===== config.mk =====
export PLATFORM = sky130hd
export DESIGN_NAME = utf8_stream_decoder
export DESIGN_NICKNAME = d
export VERILOG_FILES = /design/src/hw/rtl/utf8d_pkg.sv /design/src/hw/rtl/utf8d_in_stage.sv /design/src/hw/rtl/utf8d_decode.sv /design/src/hw/rtl/utf8d_out_stage.sv /design/src/hw/rtl/utf8_stream_decoder.sv
export SDC_FILE = /design/constraint.sdc
export NUM_CORES = 1
export LEC_CHECK = 0
export ABC_AREA = 1
export BUFFER_PORTS_ARGS = -buffer_cell sky130_fd_sc_hd__buf_2
export CORE_MARGIN = 5
export CORE_UTILIZATION = 55
export DETAILED_ROUTE_END_ITERATION = 8
export PLACE_DENSITY = 0.76
export SKIP_CTS_REPAIR_TIMING = 1
export SKIP_LAST_GASP = 1
export SLEW_MARGIN = 5
export SYNTH_ARGS = -nofsm -noshare
export SYNTH_HDL_FRONTEND = slang
export SYNTH_SLANG_ARGS = --single-unit

===== constraint.sdc =====
create_clock -name clock -period 5.62 [get_ports clock]
set_clock_uncertainty 0.05 [all_clocks]
set_input_delay 0.281 -clock clock [delete_from_list [all_inputs] [get_ports clock]]
set_output_delay 0.281 -clock clock [all_outputs]
set_load 0.01 [all_outputs]

===== src/hw/rtl/utf8d_pkg.sv =====
package utf8d_pkg;

   localparam int unsigned CP_WIDTH    = 21;
   localparam int unsigned LEN_WIDTH   = 3;
   localparam int unsigned CHAR_COUNT_WIDTH = 32;

   localparam logic [7:0] LEAD_MASK   = 8'hC0;
   localparam logic [7:0] LEN3_BIT    = 8'h20;
   localparam logic [7:0] LEN4_BIT    = 8'h10;
   localparam logic [7:0] CONT_BIT    = 8'h80;
   localparam logic [7:0] LEAD4_MASK  = 8'h07;
   localparam logic [7:0] CONT_MASK   = 8'h3F;
   localparam logic [7:0] LEAD3_MASK  = 8'h0F;
   localparam logic [7:0] LEAD2_MASK  = 8'h1F;

   localparam logic [LEN_WIDTH-1:0] LEN_NONE = 3'd0;
   localparam logic [LEN_WIDTH-1:0] LEN_ONE  = 3'd1;
   localparam logic [LEN_WIDTH-1:0] LEN_TWO  = 3'd2;
   localparam logic [LEN_WIDTH-1:0] LEN_THREE = 3'd3;
   localparam logic [LEN_WIDTH-1:0] LEN_FOUR = 3'd4;

   typedef struct packed {
      logic [7:0] data_byte;
      logic       last_byte;
   } req_payload_type;

   typedef struct packed {
      logic [CP_WIDTH-1:0]         code_point;
      logic                        char_done;
      logic [LEN_WIDTH-1:0]        char_bytes;
      logic                        string_end;
      logic [CHAR_COUNT_WIDTH-1:0] char_count;
      logic                        bad_encoding;
   } rsp_payload_type;

endpackage


===== src/hw/rtl/utf8d_in_stage.sv =====
module utf8d_in_stage (
   input  logic                       clock,
   input  logic                       reset,
   input  logic                       req_valid,
   output logic                       req_stall,
   input  utf8d_pkg::req_payload_type req_payload,
   input  logic                       step,
   output logic                       item_valid,
   output utf8d_pkg::req_payload_type item
);
   import utf8d_pkg::*;

   logic            valid_ff;
   logic            valid_in;
   req_payload_type item_ff;
   logic            free;

   assign free      = !valid_ff || step;
   assign req_stall = !free;

   always_comb begin
      valid_in = valid_ff;
      if (req_valid && free) begin
         valid_in = 1'b1;
      end else if (step) begin
         valid_in = 1'b0;
      end
   end

   always_ff @(posedge clock) begin
      if (reset) begin
         valid_ff <= 1'b0;
      end else begin
         valid_ff <= valid_in;
      end
   end

   always_ff @(posedge clock) begin
      if (req_valid && free) begin
         item_ff <= req_payload;
      end
   end

   assign item_valid = valid_ff;
   assign item       = item_ff;

endmodule


===== src/hw/rtl/utf8d_decode.sv =====
module utf8d_decode #(
   parameter int unsigned COUNT_WIDTH = 32
) (
   input  logic                       clock,
   input  logic                       reset,
   input  logic                       step,
   input  utf8d_pkg::req_payload_type item,
   output logic                       has_result,
   output utf8d_pkg::rsp_payload_type result
);
   import utf8d_pkg::*;

   localparam logic [COUNT_WIDTH-1:0] COUNT_MAX = '1;

   logic [CP_WIDTH-1:0]    partial_ff, partial_in;
   logic [LEN_WIDTH-1:0]   expected_ff, expected_in;
   logic [LEN_WIDTH-1:0]   seen_ff, seen_in;
   logic [COUNT_WIDTH-1:0] count_ff, count_in;
   logic                   error_ff, error_in;

   logic [7:0]             b;
   logic                   done;
   logic [CP_WIDTH-1:0]    cp;
   logic [LEN_WIDTH-1:0]   nbytes;
   logic [CP_WIDTH-1:0]    shifted;
   logic [LEN_WIDTH-1:0]   seen_inc;
   logic [COUNT_WIDTH-1:0] count_next;
   logic                   error_next;
   logic [63:0]            count_wide;

   assign b        = item.data_byte;
   assign shifted  = {partial_ff[CP_WIDTH-7:0], b[5:0] & CONT_MASK[5:0]};
   assign seen_inc = seen_ff + LEN_ONE;

   always_comb begin
      partial_in  = partial_ff;
      expected_in = expected_ff;
      seen_in     = seen_ff;
      error_next  = error_ff;
      count_next  = count_ff;
      done        = 1'b0;
      cp          = '0;
      nbytes      = LEN_NONE;
      if (!error_ff) begin
         if (expected_ff == LEN_NONE) begin
            if ((b & LEAD_MASK) == LEAD_MASK) begin
               if ((b & LEN3_BIT) != 8'h00) begin
                  if ((b & LEN4_BIT) != 8'h00) begin
                     expected_in = LEN_FOUR;
                     partial_in  = CP_WIDTH'(b & LEAD4_MASK);
                  end else begin
                     expected_in = LEN_THREE;
                     partial_in  = CP_WIDTH'(b & LEAD3_MASK);
                  end
               end else begin
                  expected_in = LEN_TWO;
                  partial_in  = CP_WIDTH'(b & LEAD2_MASK);
               end
               seen_in = LEN_ONE;
            end else begin
               done   = 1'b1;
               cp     = CP_WIDTH'(b);
               nbytes = LEN_ONE;
            end
         end else if ((b & CONT_BIT) != 8'h00) begin
            if (seen_inc >= expected_ff) begin
               done        = 1'b1;
               cp          = shifted;
               nbytes      = expected_ff;
               partial_in  = '0;
               expected_in = LEN_NONE;
               seen_in     = LEN_NONE;
            end else begin
               partial_in = shifted;
               seen_in    = seen_inc;
            end
         end else begin
            error_next  = 1'b1;
            partial_in  = '0;
            expected_in = LEN_NONE;
            seen_in     = LEN_NONE;
         end
         if (done && count_ff != COUNT_MAX) begin
            count_next = count_ff + 1'b1;
         end
      end
      if (item.last_byte && expected_in != LEN_NONE) begin
         error_next = 1'b1;
      end
      count_in = count_next;
      error_in = error_next;
      if (item.last_byte) begin
         partial_in  = '0;
         expected_in = LEN_NONE;
         seen_in     = LEN_NONE;
         count_in    = '0;
         error_in    = 1'b0;
      end
   end

   assign count_wide = 64'(count_next);

   always_comb begin
      has_result          = done || item.last_byte;
      result.code_point   = cp;
      result.char_done    = done;
      result.char_bytes   = nbytes;
      result.string_end   = item.last_byte;
      result.char_count   = count_wide[CHAR_COUNT_WIDTH-1:0];
      result.bad_encoding = error_next;
   end

   always_ff @(posedge clock) begin
      if (reset) begin
         partial_ff  <= '0;
         expected_ff <= LEN_NONE;
         seen_ff     <= LEN_NONE;
         count_ff    <= '0;
         error_ff    <= 1'b0;
      end else if (step) begin
         partial_ff  <= partial_in;
         expected_ff <= expected_in;
         seen_ff     <= seen_in;
         count_ff    <= count_in;
         error_ff    <= error_in;
      end
   end

   // sequence bookkeeping
   assert property (@(posedge clock) disable iff (reset)
      error_ff |-> expected_ff == LEN_NONE)
      else $error("error flag set with a sequence in progress");

   assert property (@(posedge clock) disable iff (reset)
      expected_ff != LEN_NONE |-> seen_ff < expected_ff && seen_ff != LEN_NONE)
      else $error("byte position out of range");

   assert property (@(posedge clock) disable iff (reset)
      expected_ff == LEN_NONE |-> seen_ff == LEN_NONE && partial_ff == '0)
      else $error("stale partial character while idle");

   assert property (@(posedge clock) disable iff (reset)
      step && item.last_byte |=> count_ff == '0 && expected_ff == LEN_NONE && !error_ff)
      else $error("string state not cleared after last byte");

endmodule


===== src/hw/rtl/utf8d_out_stage.sv =====
module utf8d_out_stage (
   input  logic                       clock,
   input  logic                       reset,
   input  logic                       load,
   input  utf8d_pkg::rsp_payload_type result,
   output logic                       free,
   output logic                       rsp_valid,
   input  logic                       rsp_stall,
   output utf8d_pkg::rsp_payload_type rsp_payload
);
   import utf8d_pkg::*;

   logic            valid_ff;
   logic            valid_in;
   rsp_payload_type payload_ff;

   assign free = !(valid_ff && rsp_stall);

   always_comb begin
      valid_in = valid_ff;
      if (free) begin
         valid_in = load;
      end
   end

   always_ff @(posedge clock) begin
      if (reset) begin
         valid_ff <= 1'b0;
      end else begin
         valid_ff <= valid_in;
      end
   end

   always_ff @(posedge clock) begin
      if (free && load) begin
         payload_ff <= result;
      end
   end

   assign rsp_valid   = valid_ff;
   assign rsp_payload = payload_ff;

endmodule


===== src/hw/rtl/utf8_stream_decoder.sv =====
// Loose UTF-8 decoder over a byte stream: one byte per transaction with a last flag.
// Each completed character gives a response with its code point and length; the last
// byte always gives a response with the saturating character count and a sticky
// invalid flag. Stray bytes 0x80-0xBF decode as themselves; after an error the count
// freezes until the end of the string. The block takes one byte per cycle: a byte sits
// in the input register, is decoded against the sequence registers and lands in the
// response register, from which the response is driven. A stalled response holds the
// input register, which then stalls requests.
module utf8_stream_decoder #(
   parameter int unsigned COUNT_WIDTH = 32
) (
   input  logic                       clock,
   input  logic                       reset,
   input  logic                       req_valid,
   output logic                       req_stall,
   input  utf8d_pkg::req_payload_type req_payload,
   output logic                       rsp_valid,
   input  logic                       rsp_stall,
   output utf8d_pkg::rsp_payload_type rsp_payload
);
   import utf8d_pkg::*;

   logic            item_valid;
   req_payload_type item;
   logic            out_free;
   logic            step;
   logic            has_result;
   rsp_payload_type result;

   assign step = item_valid && out_free;

   utf8d_in_stage u_in_stage (
      .clock       (clock),
      .reset       (reset),
      .req_valid   (req_valid),
      .req_stall   (req_stall),
      .req_payload (req_payload),
      .step        (step),
      .item_valid  (item_valid),
      .item        (item)
   );

   utf8d_decode #(
      .COUNT_WIDTH (COUNT_WIDTH)
   ) u_decode (
      .clock      (clock),
      .reset      (reset),
      .step       (step),
      .item       (item),
      .has_result (has_result),
      .result     (result)
   );

   utf8d_out_stage u_out_stage (
      .clock       (clock),
      .reset       (reset),
      .load        (step && has_result),
      .result      (result),
      .free        (out_free),
      .rsp_valid   (rsp_valid),
      .rsp_stall   (rsp_stall),
      .rsp_payload (rsp_payload)
   );

endmodule

-- Yosys cells after proc, flatten, opt, wreduce, memory -nomap -nowiden
Cells that the tools add are included.
- flip-flop bits (word level): 124
- input port bits: 13
- output and inout bits: 61
- word-level logic and storage cells: 84
- add/subtract/negate cells: 2
- order comparisons: 1
- eq/ne operators: 4
- multiplexer cells: 46
- reduce and logical (&&, ||, !) cells: 16
- operator list (operator ; number):
    32-bit two-way mux ; 3
    15-bit two-way mux ; 6
    21-bit two-way mux ; 3
    3-bit two-way mux ; 17
    32-bit by 1-bit adder with 32-bit output (second input constant) ; 1
    32-bit != test (second input constant) ; 1
    1-bit two-way mux ; 14
    8-bit two-way mux ; 1
    1-bit logical AND ; 7
    5-bit two-way mux ; 1
    4-bit two-way mux ; 1
    3-bit by 1-bit adder with 3-bit output (second input constant) ; 1
    3-bit greater-or-equal comparator ; 1
    1-bit logical NOT ; 3
    3-bit logical NOT ; 1
    3-bit != test (second input constant) ; 1
    3-bit AND reduction ; 1
    3-bit nonzero test ; 1
    2-bit == test (second input constant) ; 1
    1-bit logical OR ; 2
    2-bit != test (second input constant) ; 1
    2-bit nonzero test ; 1

-- Longest topological paths before layout
Gate-level depths: netlist of run 1.
- depth in word-level cells: 10
- mapped depth: 16
- depth with buffers taken out: 16

-- Hierarchy
From an unflattened synthesis of run 1, not the netlist that was laid out.
- cells, all modules: 715
- area total of the unflattened synthesis: 5935.7 sq um
- modules (own cells, without submodules) (module ; times used ; cells an instance ; area each (sq um) ; sequential area each (sq um)):
    utf8d_decode ; 1 ; 631 ; 3786.1 ; 1081.0
    utf8d_out_stage ; 1 ; 64 ; 1815.5 ; 1791.7
    utf8d_in_stage ; 1 ; 16 ; 316.6 ; 290.3
    utf8_stream_decoder ; 1 ; 4 ; 17.5 ; 0.0

-- Worst setup path after synthesis of run 1
Ideal clock, no wire load.
- kind: reg-to-reg
- start: register u_decode.seen_ff[0]
- end: register u_out_stage.payload_ff (netlist bit u_out_stage.rsp_payload[0]), enable pin
- library setup time: 0.497 ns
- data arrival time: 4.376 ns
- data required time: 5.073 ns
- slack: 0.698 ns
- stages on the path, launching flop included: 12
- path buffers: 0
- period minus slack after synthesis: 4.922 ns
- cells stage by stage: dfxtp_1 > ha_1 > xor2_1 > ha_1 > nand2_1 > inv_1 > nand2_1 > nand2_1 > nand3_2 > nand2_4 > nand2_4 > a21oi_1
- word-level cells in the longest chain between the ends: 10
- ends and longest elaborated chain (what ; RTL line ; text):
    start, declared ; utf8d_decode.sv:17 ; logic [LEN_WIDTH-1:0] seen_ff, seen_in;
    start signal, assigned ; utf8d_decode.sv:123 ; seen_ff <= seen_in;
    3-bit by 1-bit adder with 3-bit output ; utf8d_decode.sv:33 ; assign seen_inc = seen_ff + LEN_ONE;
    3-bit greater-or-equal comparator ; utf8d_decode.sv:66 ; if (seen_inc >= expected_ff) begin
    1-bit two-way mux ; utf8d_decode.sv:66 ;
    1-bit two-way mux ; utf8d_decode.sv:65 ; end else if ((b & CONT_BIT) != 8'h00) begin
    1-bit two-way mux ; utf8d_decode.sv:45 ; if (expected_ff == LEN_NONE) begin
    1-bit two-way mux (2 in series) ; utf8d_decode.sv:44 ; if (!error_ff) begin
    1-bit logical OR ; utf8d_decode.sv:104 ; has_result = done || item.last_byte;
    1-bit logical AND ; utf8_stream_decoder.sv:57 ; .load (step && has_result),
    1-bit logical AND ; utf8d_out_stage.sv:35 ; if (free && load) begin
    end signal, assigned ; utf8d_out_stage.sv:36 ; payload_ff <= result;
    end, declared ; utf8d_out_stage.sv:15 ; rsp_payload_type payload_ff;
Every way passes these cells. The select of a mux whose other input is x is not followed.
A chain may end at the register's enable or synchronous reset.

-- Worst setup path in the final report of run 1
- start: register u_decode.seen_ff[0]
- end: register u_out_stage.payload_ff (netlist bit u_out_stage.rsp_payload[42]), enable pin
The elaborated chain is that of the path after synthesis.

==> run_results.csv, run 1 <==
group,metric,value,unit
grt,busiest_layer,"met2",
grt,met2_usage,34.08,%
cts,ctsHtreeMaxLevel,4,
worst_setup_path,cp-end-kind,"register",
logic_synthesis,yosysWarningCount,0,
logic_synthesis,synthCells,690,
logic_synthesis,synthesis.area,5853,um^2
pwr,p_int,1.812,mW
drt,dr_total_vias,4992,
worst_setup_path,path_class,"reg2reg",
logic_synthesis,synth_edf_count,68,
logic_synthesis,yosysSeqAreaShare,54.04,%
pwr,seqPwrFrac,42.8,%
pwr,p_per_area,334.8,nW/um^2
worst_setup_path,max_stage_delay,0.71,ns
floorplanning,start_util,56.44,%
drt,drcViolationCount,0,
timing,worst_slack,2.258,ns
worst_setup_path,crit_top_cell,"nand2_1",
grt,grt_antenna_before_repair,0,
cells_and_area,nNetsFinal,789,
placement,io_buffers,73,
timing,slew_headroom,25.27,%
worst_setup_path,slowest_stage,"a21oi_4",
worst_setup_path,crit_path_cell_trace,"ha_1, xor2_1, ha_1, nand2_1, inv_1, nand2_1, nand2_1, nand3_2, nand2_4, nand2_4, a21oi_4, buf_4",
timing,final.min_clock_period,3.362,ns
cts,cts_sinks,124,
cts,clockBufferDepth,2,
grt,grt_pass1_vias,4633,
pwr,ir_drop,0.2046,mV
cells_and_area,finalNonFillerCells,920,
floorplanning,row_count,37,
grt,grtUsageTotal,21.77,%
pwr,switching_power,544.5,uW
logic_synthesis,synth_area_leaders,"edfxtp_1 (35%), dfxtp_1 (19%), nand2_1 (11%), a21oi_1 (5.2%), inv_1 (4.9%)",
pwr,sw_frac_of_total,23.10,%
cts,clkSlewWorstSetupHoldPaths,0.06,ns
grt,grt_max_degree,56,
cts,root_buffer,"clkbuf_8",
grt,grt_pass1_wl,22320,um
timing,final_max_slew_viol_count,0,
worst_setup_path,crit_path_start_kind,"register",
min_path,min_path_type,"in2reg",
cells_and_area,syn2layout_area_growth,20.29,%
placement,dp_cells,878,
timing,setup-tns-final,0,ns
floorplanning,core_area,10370,um^2
drt,first_pass_iters,5,
grt,grt_util_met1,28.87,%
grt,use_met3,5.455,%
cells_and_area,final_util,67.89,%
logic_synthesis,yosysMostFrequentCell,"nand2_1",
placement,dp_hpwl,8673,um
placement,gp_congestion,0.9361,
placement,dpl_worst_slack,2.217,ns
floorplanning,ioPinCount,74,
grt,gr-total-overflow,0,
cells_and_area,n_antenna_cell,0,
timing,rsz0062_at_grt,"no",
cts,cts_tree,"done",
drt,wl,13550,um
worst_setup_path,critPathBufInv,2,
timing,fmax,0.2974,GHz
logic_synthesis,syn-mean-instance-area,8.483,um^2
floorplanning,dieArea,12810,um^2
timing,setup_viol,0,
flow_run,maxCapViolCount,0,
logic_synthesis,yosys-top-cells-count,"nand2_1 (179), inv_1 (77), edfxtp_1 (68), a21oi_1 (61), nor2_1 (59)",
timing,tightest_slew,1.121,ns
logic_synthesis,async_flop_share,0,%
worst_setup_path,crit_arrival,3.49,ns
floorplanning,fp.dieH,113.2,um
pwr,leakagePower,2.722,nW
cts,cts_inserted_buffers,17,
worst_setup_path,crit_family,"compound AO/OA/AOI/OAI gates",
drt,drt-wirelength-per-cell,14.73,um
logic_synthesis,synth.distinct_cells,39,
pwr,clkPwrFrac,51.0,%
status,status,"finished clean",
cts,clk_latency,0.54,ns
pwr,combPwrFrac,6.2,%
logic_synthesis,synth_top_cell_area_share,34.89,%
timing,fin_crit_sh,59.83,%
timing,hold_violations,0,
worst_setup_path,worst_ep_required_time,5.75,ns
logic_synthesis,yosys_register_bits,124,
logic_synthesis,yosysTopAreaCell,"edfxtp_1",
logic_synthesis,syn-num-nets,708,
logic_synthesis,synth_flop_cell,"edfxtp_1",
drt,ant_nets,0,
drt,drt_iter0_markers,461,
floorplanning,dieWidth,113.2,um
worst_setup_path,cp_max_fo,35,
drt,avgViaCountPerCell,5.426,
cells_and_area,drive_above_1_share,17.60,%
timing,holdWs,0.008639,ns
[cell families (layout without fill, tap and decap cells)]
family / after synthesis / after routing / share of synthesized area (%)
adders and majority gates: 5 / 5 / 1.069
AOI/OAI and AO/OA: 99 / 99 / 9.427
and+or+nand+nor: 351 / 351 / 27.28
buffers and inverters: 107 / 201 / 7.589
xor gates and xnor gates: 4 / 4 / 0.5987
DFF: 124 / 124 / 54.04
[worst reg2reg max path: cells and delay by family, from the launching register on]
family                     cells  cell delay, ns
AOI/OAI and AO/OA              1            0.71
xor gates and xnor gates       1            0.16
adders and majority gates      2            0.54
buffers and inverters          2            0.61
DFF                            1            0.34
and+or+nand+nor                6            0.58
[per-stage QoR]
stage	cell area (um^2)	power, mW
2_1_floorplan	5853	1.120
3_3_place_gp	6292	1.162
3_5_place_dp	6292	1.168
4_1_cts	6940	2.362
5_1_grt	7041	2.434
6_report	7041	2.357
[cells in the final DEF (no fill, tap or decap), types with 2 or more instances in the layout]
cell / netlist / layout
bufinv_16: 0 / 5
nor2_2: 3 / 4
buf_2: 4 / 73
dfxtp_1: 56 / 56
o21ai_1: 7 / 7
buf_4: 1 / 3
o21bai_1: 7 / 7
nor2_1: 59 / 58
ha_1: 5 / 5
o21ai_0: 9 / 9
nand2_2: 7 / 7
inv_1: 77 / 77
nand3_1: 54 / 54
a211oi_1: 10 / 10
and2_1: 16 / 16
clkbuf_16: 0 / 16
o211ai_1: 2 / 2
edfxtp_1: 68 / 68
xor2_1: 3 / 3
a21oi_1: 61 / 60
nor2_4: 4 / 4
dlygate4sd3_1: 0 / 10
nand3_2: 2 / 2
nand2_4: 3 / 3
nand4_1: 11 / 11
inv_6: 0 / 6
nor3_1: 7 / 7
nand2_1: 179 / 179
nand3_4: 2 / 2
inv_2: 5 / 5
clkinvlp_4: 0 / 3
[power groups by stage]
stage	registers (mW)	clock network, mW	logic (mW)
after floorplan	1.04	0	0.0793
after global placement	1.03	0	0.137
after detailed placement	1.03	0	0.141
after CTS	1.01	1.21	0.143
after global routing	1.01	1.26	0.163
final	1.01	1.20	0.147
[worst paths after layout]
kind	start	to	slack [ns]	depth (start not counted)
worst min register to register	u_decode.partial_ff[13]$_SDFFE_PP0P_	u_decode.partial_ff[13]$_SDFFE_PP0P_	0.42	2
worst max-delay path	u_decode.seen_ff[0]$_SDFFE_PP0P_	u_out_stage.rsp_payload[42]$_SDFFCE_PP0P_	2.26	12
worst max register to register	u_decode.seen_ff[0]$_SDFFE_PP0P_	u_out_stage.rsp_payload[42]$_SDFFCE_PP0P_	2.26	12
worst min-delay path	rsp_stall	u_out_stage.rsp_valid$_SDFFE_PP0N_	0.009	3
[final cells by class]
cell class | instances | area, um^2
inverter | 83 | 311.5
clock inverter | 15 | 234.0
tap | 136 | 170.2
sequential | 124 | 3163
clock buffer | 17 | 414.1
multi-input combinational | 459 | 2260
fill | 834 | 3329
timing repair buffer | 86 | 488.0
[flip-flops by register name, summed over array words and instances (netlist names)]
signal and cells:
u_out_stage.rsp_payload 59, u_decode.error_ff 1, u_in_stage.item_valid 1, u_decode.seen_ff 3, u_decode.partial_ff 15, u_out_stage.rsp_valid 1, u_decode.count_ff 32, u_in_stage.item 9
u_decode.expected_ff 3
[metal layers]
layer,up-vias,wire length [um],part of all wire [%]
met5,-,0,0
met4,0,248,1.8
met3,23,1117,8.2
met2,233,6318,47
met1,2295,5865,43
li1,2441,-,-
Note: power is estimated with default switching activity, not from simulation.
==> run 2: changes to the inputs <==
==> constraint.sdc (replaced) <==
create_clock -name clock -period 3.2 [get_ports clock]
set_clock_uncertainty 0.05 [all_clocks]
set_input_delay 0.16 -clock clock [delete_from_list [all_inputs] [get_ports clock]]
set_output_delay 0.16 -clock clock [all_outputs]
set_load 0.01 [all_outputs]
==> run_results.csv, run 2 (synthesized netlist as in run 1, its figures left out) <==
group,metric,value,unit
worst_setup_path,crit_top_cell,"nand2_1",
timing,fmax,0.3565,GHz
cts,ctsHtreeMaxLevel,4,
min_path,min_path_type,"in2reg",
cells_and_area,n_antenna_cell,0,
cells_and_area,largest_reg_flops,59,
timing,hold_violations,0,
placement,gp_congestion,0.9410,
floorplanning,dieArea,12810,um^2
cells_and_area,finalInstanceArea,7020,um^2
timing,worst_slack,0.3946,ns
cts,clkSlewWorstSetupHoldPaths,0.06,ns
worst_setup_path,path_class,"reg2reg",
grt,gr-total-overflow,0,
drt,wl,13420,um
cts,clk_latency,0.53,ns
cells_and_area,drive_above_1_share,17.53,%
worst_setup_path,r2r-start,"u_decode.seen_ff[0]$_SDFFE_PP0P_",
worst_setup_path,cp-startpoint,"u_decode.seen_ff[0]$_SDFFE_PP0P_",
worst_setup_path,worst_ep_required_time,3.42,ns
cts,root_buffer,"clkbuf_8",
floorplanning,dieWidth,113.2,um
cells_and_area,nNetsFinal,792,
grt,grtUsageTotal,21.56,%
drt,dr_total_vias,4969,
timing,slew_headroom,26.71,%
cts,cts_inserted_buffers,17,
worst_setup_path,cp_max_fo,22,
cells_and_area,ff_latch_area,3163,um^2
timing,setup-tns-final,0,ns
floorplanning,row_count,37,
cells_and_area,syn2layout_area_growth,19.94,%
timing,tightest_slew,1.099,ns
worst_setup_path,crit_path_cell_trace,"ha_1, xor2_1, ha_1, nand2_1, inv_1, nand2_1, nand2_1, nand3_2, nand2_4, nand2_4, nor2_4, nand3_1, and2_1",
worst_setup_path,max_stage_delay,0.46,ns
cts,cts_sinks,124,
floorplanning,fp.dieH,113.2,um
timing,setup_viol,0,
worst_setup_path,crit_arrival,3.03,ns
drt,drcViolationCount,0,
pwr,ir_drop,0.3627,mV
timing,final.min_clock_period,2.805,ns
grt,grt_pass1_wl,22200,um
drt,ant_nets,0,
floorplanning,ioPinCount,74,
timing,rsz0062_at_grt,"no",
grt,grt_max_degree,56,
grt,grt_antenna_before_repair,0,
cts,cts_tree,"done",
grt,grt_pass1_vias,4675,
pwr,p_total,3.849,mW
timing,fin_crit_sh,87.67,%
drt,drt-wirelength-per-cell,14.54,um
timing,final_max_slew_viol_count,0,
cells_and_area,multi_input_comb_area,2260,um^2
placement,dp_hpwl,8862,um
placement,dpl_worst_slack,0.4349,ns
drt,avgViaCountPerCell,5.384,
worst_setup_path,crit_path_start_kind,"register",
placement,placed_area,6345,um^2
status,status,"finished clean",
worst_setup_path,crit_family,"simple AND/OR/NAND/NOR gates",
floorplanning,start_util,56.44,%
drt,drt_iter0_markers,444,
cells_and_area,final_common_cell,"nand2_1",
cts,clockBufferDepth,2,
pwr,leakagePower,2.704,nW
cells_and_area,layout_common_cells,"nand2_1 (179), inv_1 (77), buf_2 (73)",
min_path,min_from,"req_payload[5]",
worst_setup_path,critPathBufInv,1,
worst_setup_path,cp-end-kind,"register",
cells_and_area,nFillCells,838,
timing,holdWs,0.3013,ns
floorplanning,core_area,10370,um^2
placement,io_buffers,73,
worst_setup_path,slowest_stage,"nor2_4",
pwr,p_per_area,548.3,nW/um^2
drt,first_pass_iters,5,
flow_run,maxCapViolCount,0,
## run 2: cell types whose count changed in the layout (fill, tap and decap cells not counted), sizes merged
cell         change
clkinv           +6
clkinvlp         +1
clkbuf           +1
inv              -5
buf              +2
bufinv           -3
dlygate4sd3      +1
## run 2: path summary, 6_finish.rpt
kind | cells past startpoint | slack [ns] | end
max | 13 | 0.39 | u_out_stage.rsp_payload[22]$_DFFE_PP_
min | 2 | 0.30 | u_in_stage.item[5]$_DFFE_PP_
max reg2reg | 13 | 0.39 | u_out_stage.rsp_payload[22]$_DFFE_PP_
min reg2reg | 2 | 0.41 | u_decode.partial_ff[12]$_SDFFE_PP0P_
## run 2: power breakdown
| group | total, mW | internal [mW] | switching, mW |
|---|---|---|---|
| logic | 0.266 | 0.0871 | 0.179 |
| clock network | 1.81 | 1.11 | 0.706 |
| registers | 1.77 | 1.75 | 0.0253 |
| total | 3.85 | 2.94 | 0.910 |
## run 2: routing by layer
layer / global-route usage [%] / share of wire (%)
met5: 0 / 0
met4: 8.494 / 2.0
met3: 6.096 / 7.5
met2: 33.69 / 47
met1: 28.46 / 44
## run 2: cell type report
class                      instances  area share (%)
clock inverter                    14           2.103
sequential                       124           45.05
inverter                          83           4.438
multi-input combinational        459           32.19
clock buffer                      18           5.953
tap                              136           2.424
timing repair buffer              89           7.842
## run 2: per-stage QoR
step | util [%] | cells
6_report | 67.70 | 923
5_1_grt | 67.70 | 923
4_1_cts | 66.64 | 912
3_5_place_dp | 61.18 | 880
3_3_place_gp | 61.18 | 880
2_1_floorplan | - | 690
==> run 3: changes to the inputs <==
==> constraint.sdc (replaced) <==
create_clock -name clock -period 3.5 [get_ports clock]
set_clock_uncertainty 0.05 [all_clocks]
set_input_delay 0.175 -clock clock [delete_from_list [all_inputs] [get_ports clock]]
set_output_delay 0.175 -clock clock [all_outputs]
set_load 0.01 [all_outputs]
==> run_results.csv, run 3 (synthesized netlist as in run 1, its figures left out) <==
group,metric,value,unit
drt,dr_total_vias,4970,
cells_and_area,nNetsFinal,791,
cells_and_area,ff_latch_area,3163,um^2
drt,wl,13130,um
timing,slew_headroom,26.55,%
worst_setup_path,cp-end-kind,"register",
flow_run,maxCapViolCount,0,
grt,grt_pass1_wl,22040,um
floorplanning,row_count,37,
pwr,p_per_area,529.4,nW/um^2
pwr,combPwrFrac,6.3,%
cts,cts_tree,"done",
worst_setup_path,path_class,"reg2reg",
floorplanning,core_area,10370,um^2
placement,gp_congestion,0.9285,
cts,clkSlewWorstSetupHoldPaths,0.06,ns
grt,grtUsageTotal,21.41,%
timing,tightest_slew,1.102,ns
cells_and_area,largest_reg_flops,59,
drt,wl_met2,6168,um
timing,final.min_clock_period,2.791,ns
timing,final_max_slew_viol_count,0,
pwr,sw_frac_of_total,22.36,%
pwr,switching_power,833.9,uW
drt,avgViaCountPerCell,5.390,
worst_setup_path,crit_path_start_kind,"register",
cells_and_area,drive_above_1_share,17.68,%
pwr,p_total,3.730,mW
grt,grt_antenna_before_repair,0,
cells_and_area,multi_input_comb_area,2260,um^2
cts,root_buffer,"clkbuf_8",
grt,grt_pass1_vias,4731,
cts,ctsHtreeMaxLevel,4,
drt,drt-wirelength-per-cell,14.24,um
cells_and_area,syn2layout_area_growth,20.37,%
drt,m1WireLength,5624,um
worst_setup_path,worst_ep_required_time,3.73,ns
timing,setup_viol,0,
drt,drt_iter0_markers,527,
floorplanning,fp.dieH,113.2,um
cells_and_area,nFillCells,831,
timing,fin_crit_sh,79.73,%
worst_setup_path,cp_max_fo,22,
pwr,leakagePower,2.724,nW
pwr,p_int,2.896,mW
timing,hold_violations,0,
placement,io_buffers,73,
cts,clockBufferDepth,2,
timing,holdWs,0.3029,ns
cts,cts_inserted_buffers,17,
timing,setup-tns-final,0,ns
timing,rsz0062_at_grt,"no",
grt,grt_max_degree,56,
floorplanning,dieArea,12810,um^2
floorplanning,ioPinCount,74,
grt,gr-total-overflow,0,
pwr,seqPwrFrac,43.4,%
drt,first_pass_iters,7,
cells_and_area,final_common_cell,"nand2_1",
floorplanning,start_util,56.44,%
cells_and_area,layout_common_cells,"nand2_1 (179), inv_1 (77), buf_2 (73)",
floorplanning,dieWidth,113.2,um
drt,drcViolationCount,0,
status,status,"finished clean",
drt,ant_nets,0,
min_path,min_path_type,"in2reg",
cts,cts_sinks,124,
pwr,clkPwrFrac,50.4,%
timing,fmax,0.3584,GHz
drt,wl_met3,1074,um
cts,clk_latency,0.53,ns
cells_and_area,n_antenna_cell,0,
placement,dp_hpwl,8632,um
worst_setup_path,crit_arrival,3.02,ns
pwr,ir_drop,0.3103,mV
cells_and_area,final_util,67.94,%
drt,dr.max_layer_used,"met4",
[run 3: cell count changes in the layout (fill, tap and decap cells not counted)]
cell	delta
clkbuf_1	-1
buf_4	+2
buf_12	-3
clkinv_2	+1
clkinv_1	-1
bufinv_16	+3
clkinv_4	-2
[run 3: path summary, 6_finish.rpt]
kind	start	end	slack [ns]	cells after the start
hold reg to reg	u_decode.partial_ff[13]$_SDFFE_PP0P_	u_decode.partial_ff[13]$_SDFFE_PP0P_	0.42	2
setup reg to reg	u_decode.seen_ff[0]$_SDFFE_PP0P_	u_out_stage.rsp_payload[27]$_DFFE_PP_	0.71	13
hold / removal	req_payload[5]	u_in_stage.item[5]$_DFFE_PP_	0.30	2
setup / recovery	u_decode.seen_ff[0]$_SDFFE_PP0P_	u_out_stage.rsp_payload[27]$_DFFE_PP_	0.71	13
[run 3: final cells by class]
cell class	instances	area share, %
Clock buffer	17	5.878
Clock inverter	15	3.143
Inverter	83	4.422
Multi-Input combinational cell	459	32.07
Sequential cell	124	44.89
Tap cell	136	2.415
Timing Repair Buffer	88	7.175
[run 3: critical path, cell delays in order (launching register included)]
cell     delay (ns)
dfxtp_1        0.34
ha_1           0.22
xor2_1         0.16
ha_1           0.31
nand2_1        0.05
inv_1          0.04
nand2_1        0.04
nand2_1        0.08
nand3_2        0.09
nand2_4        0.16
nand2_4        0.13
nor2_4         0.46
nand3_1        0.18
and2_1         0.21
[run 3: per-layer routing]
metal,GRT usage (%),up-vias
met5,0,-
met4,8.974,0
met3,5.294,27
met2,34.00,222
met1,28.02,2287
li1,-,2434
[run 3: per-stage QoR]
step	area [um^2]	setup WS [ns]	cells
final	7046	0.7095	922
after global placement	6300	0.8477	879
after detailed placement	6300	0.7253	879
after CTS	6935	0.7018	911
after global routing	7046	0.4618	922
after floorplan	5864	0.5186	690
[run 3: power by group through the flow]
stage / combinational (mW) / sequential [mW] / clock [mW]
after detailed placement: 0.225 / 1.65 / 0
final: 0.234 / 1.62 / 1.88
after global routing: 0.260 / 1.62 / 1.97
after CTS: 0.227 / 1.62 / 1.90
after floorplan: 0.129 / 1.67 / 0
after global placement: 0.220 / 1.65 / 0
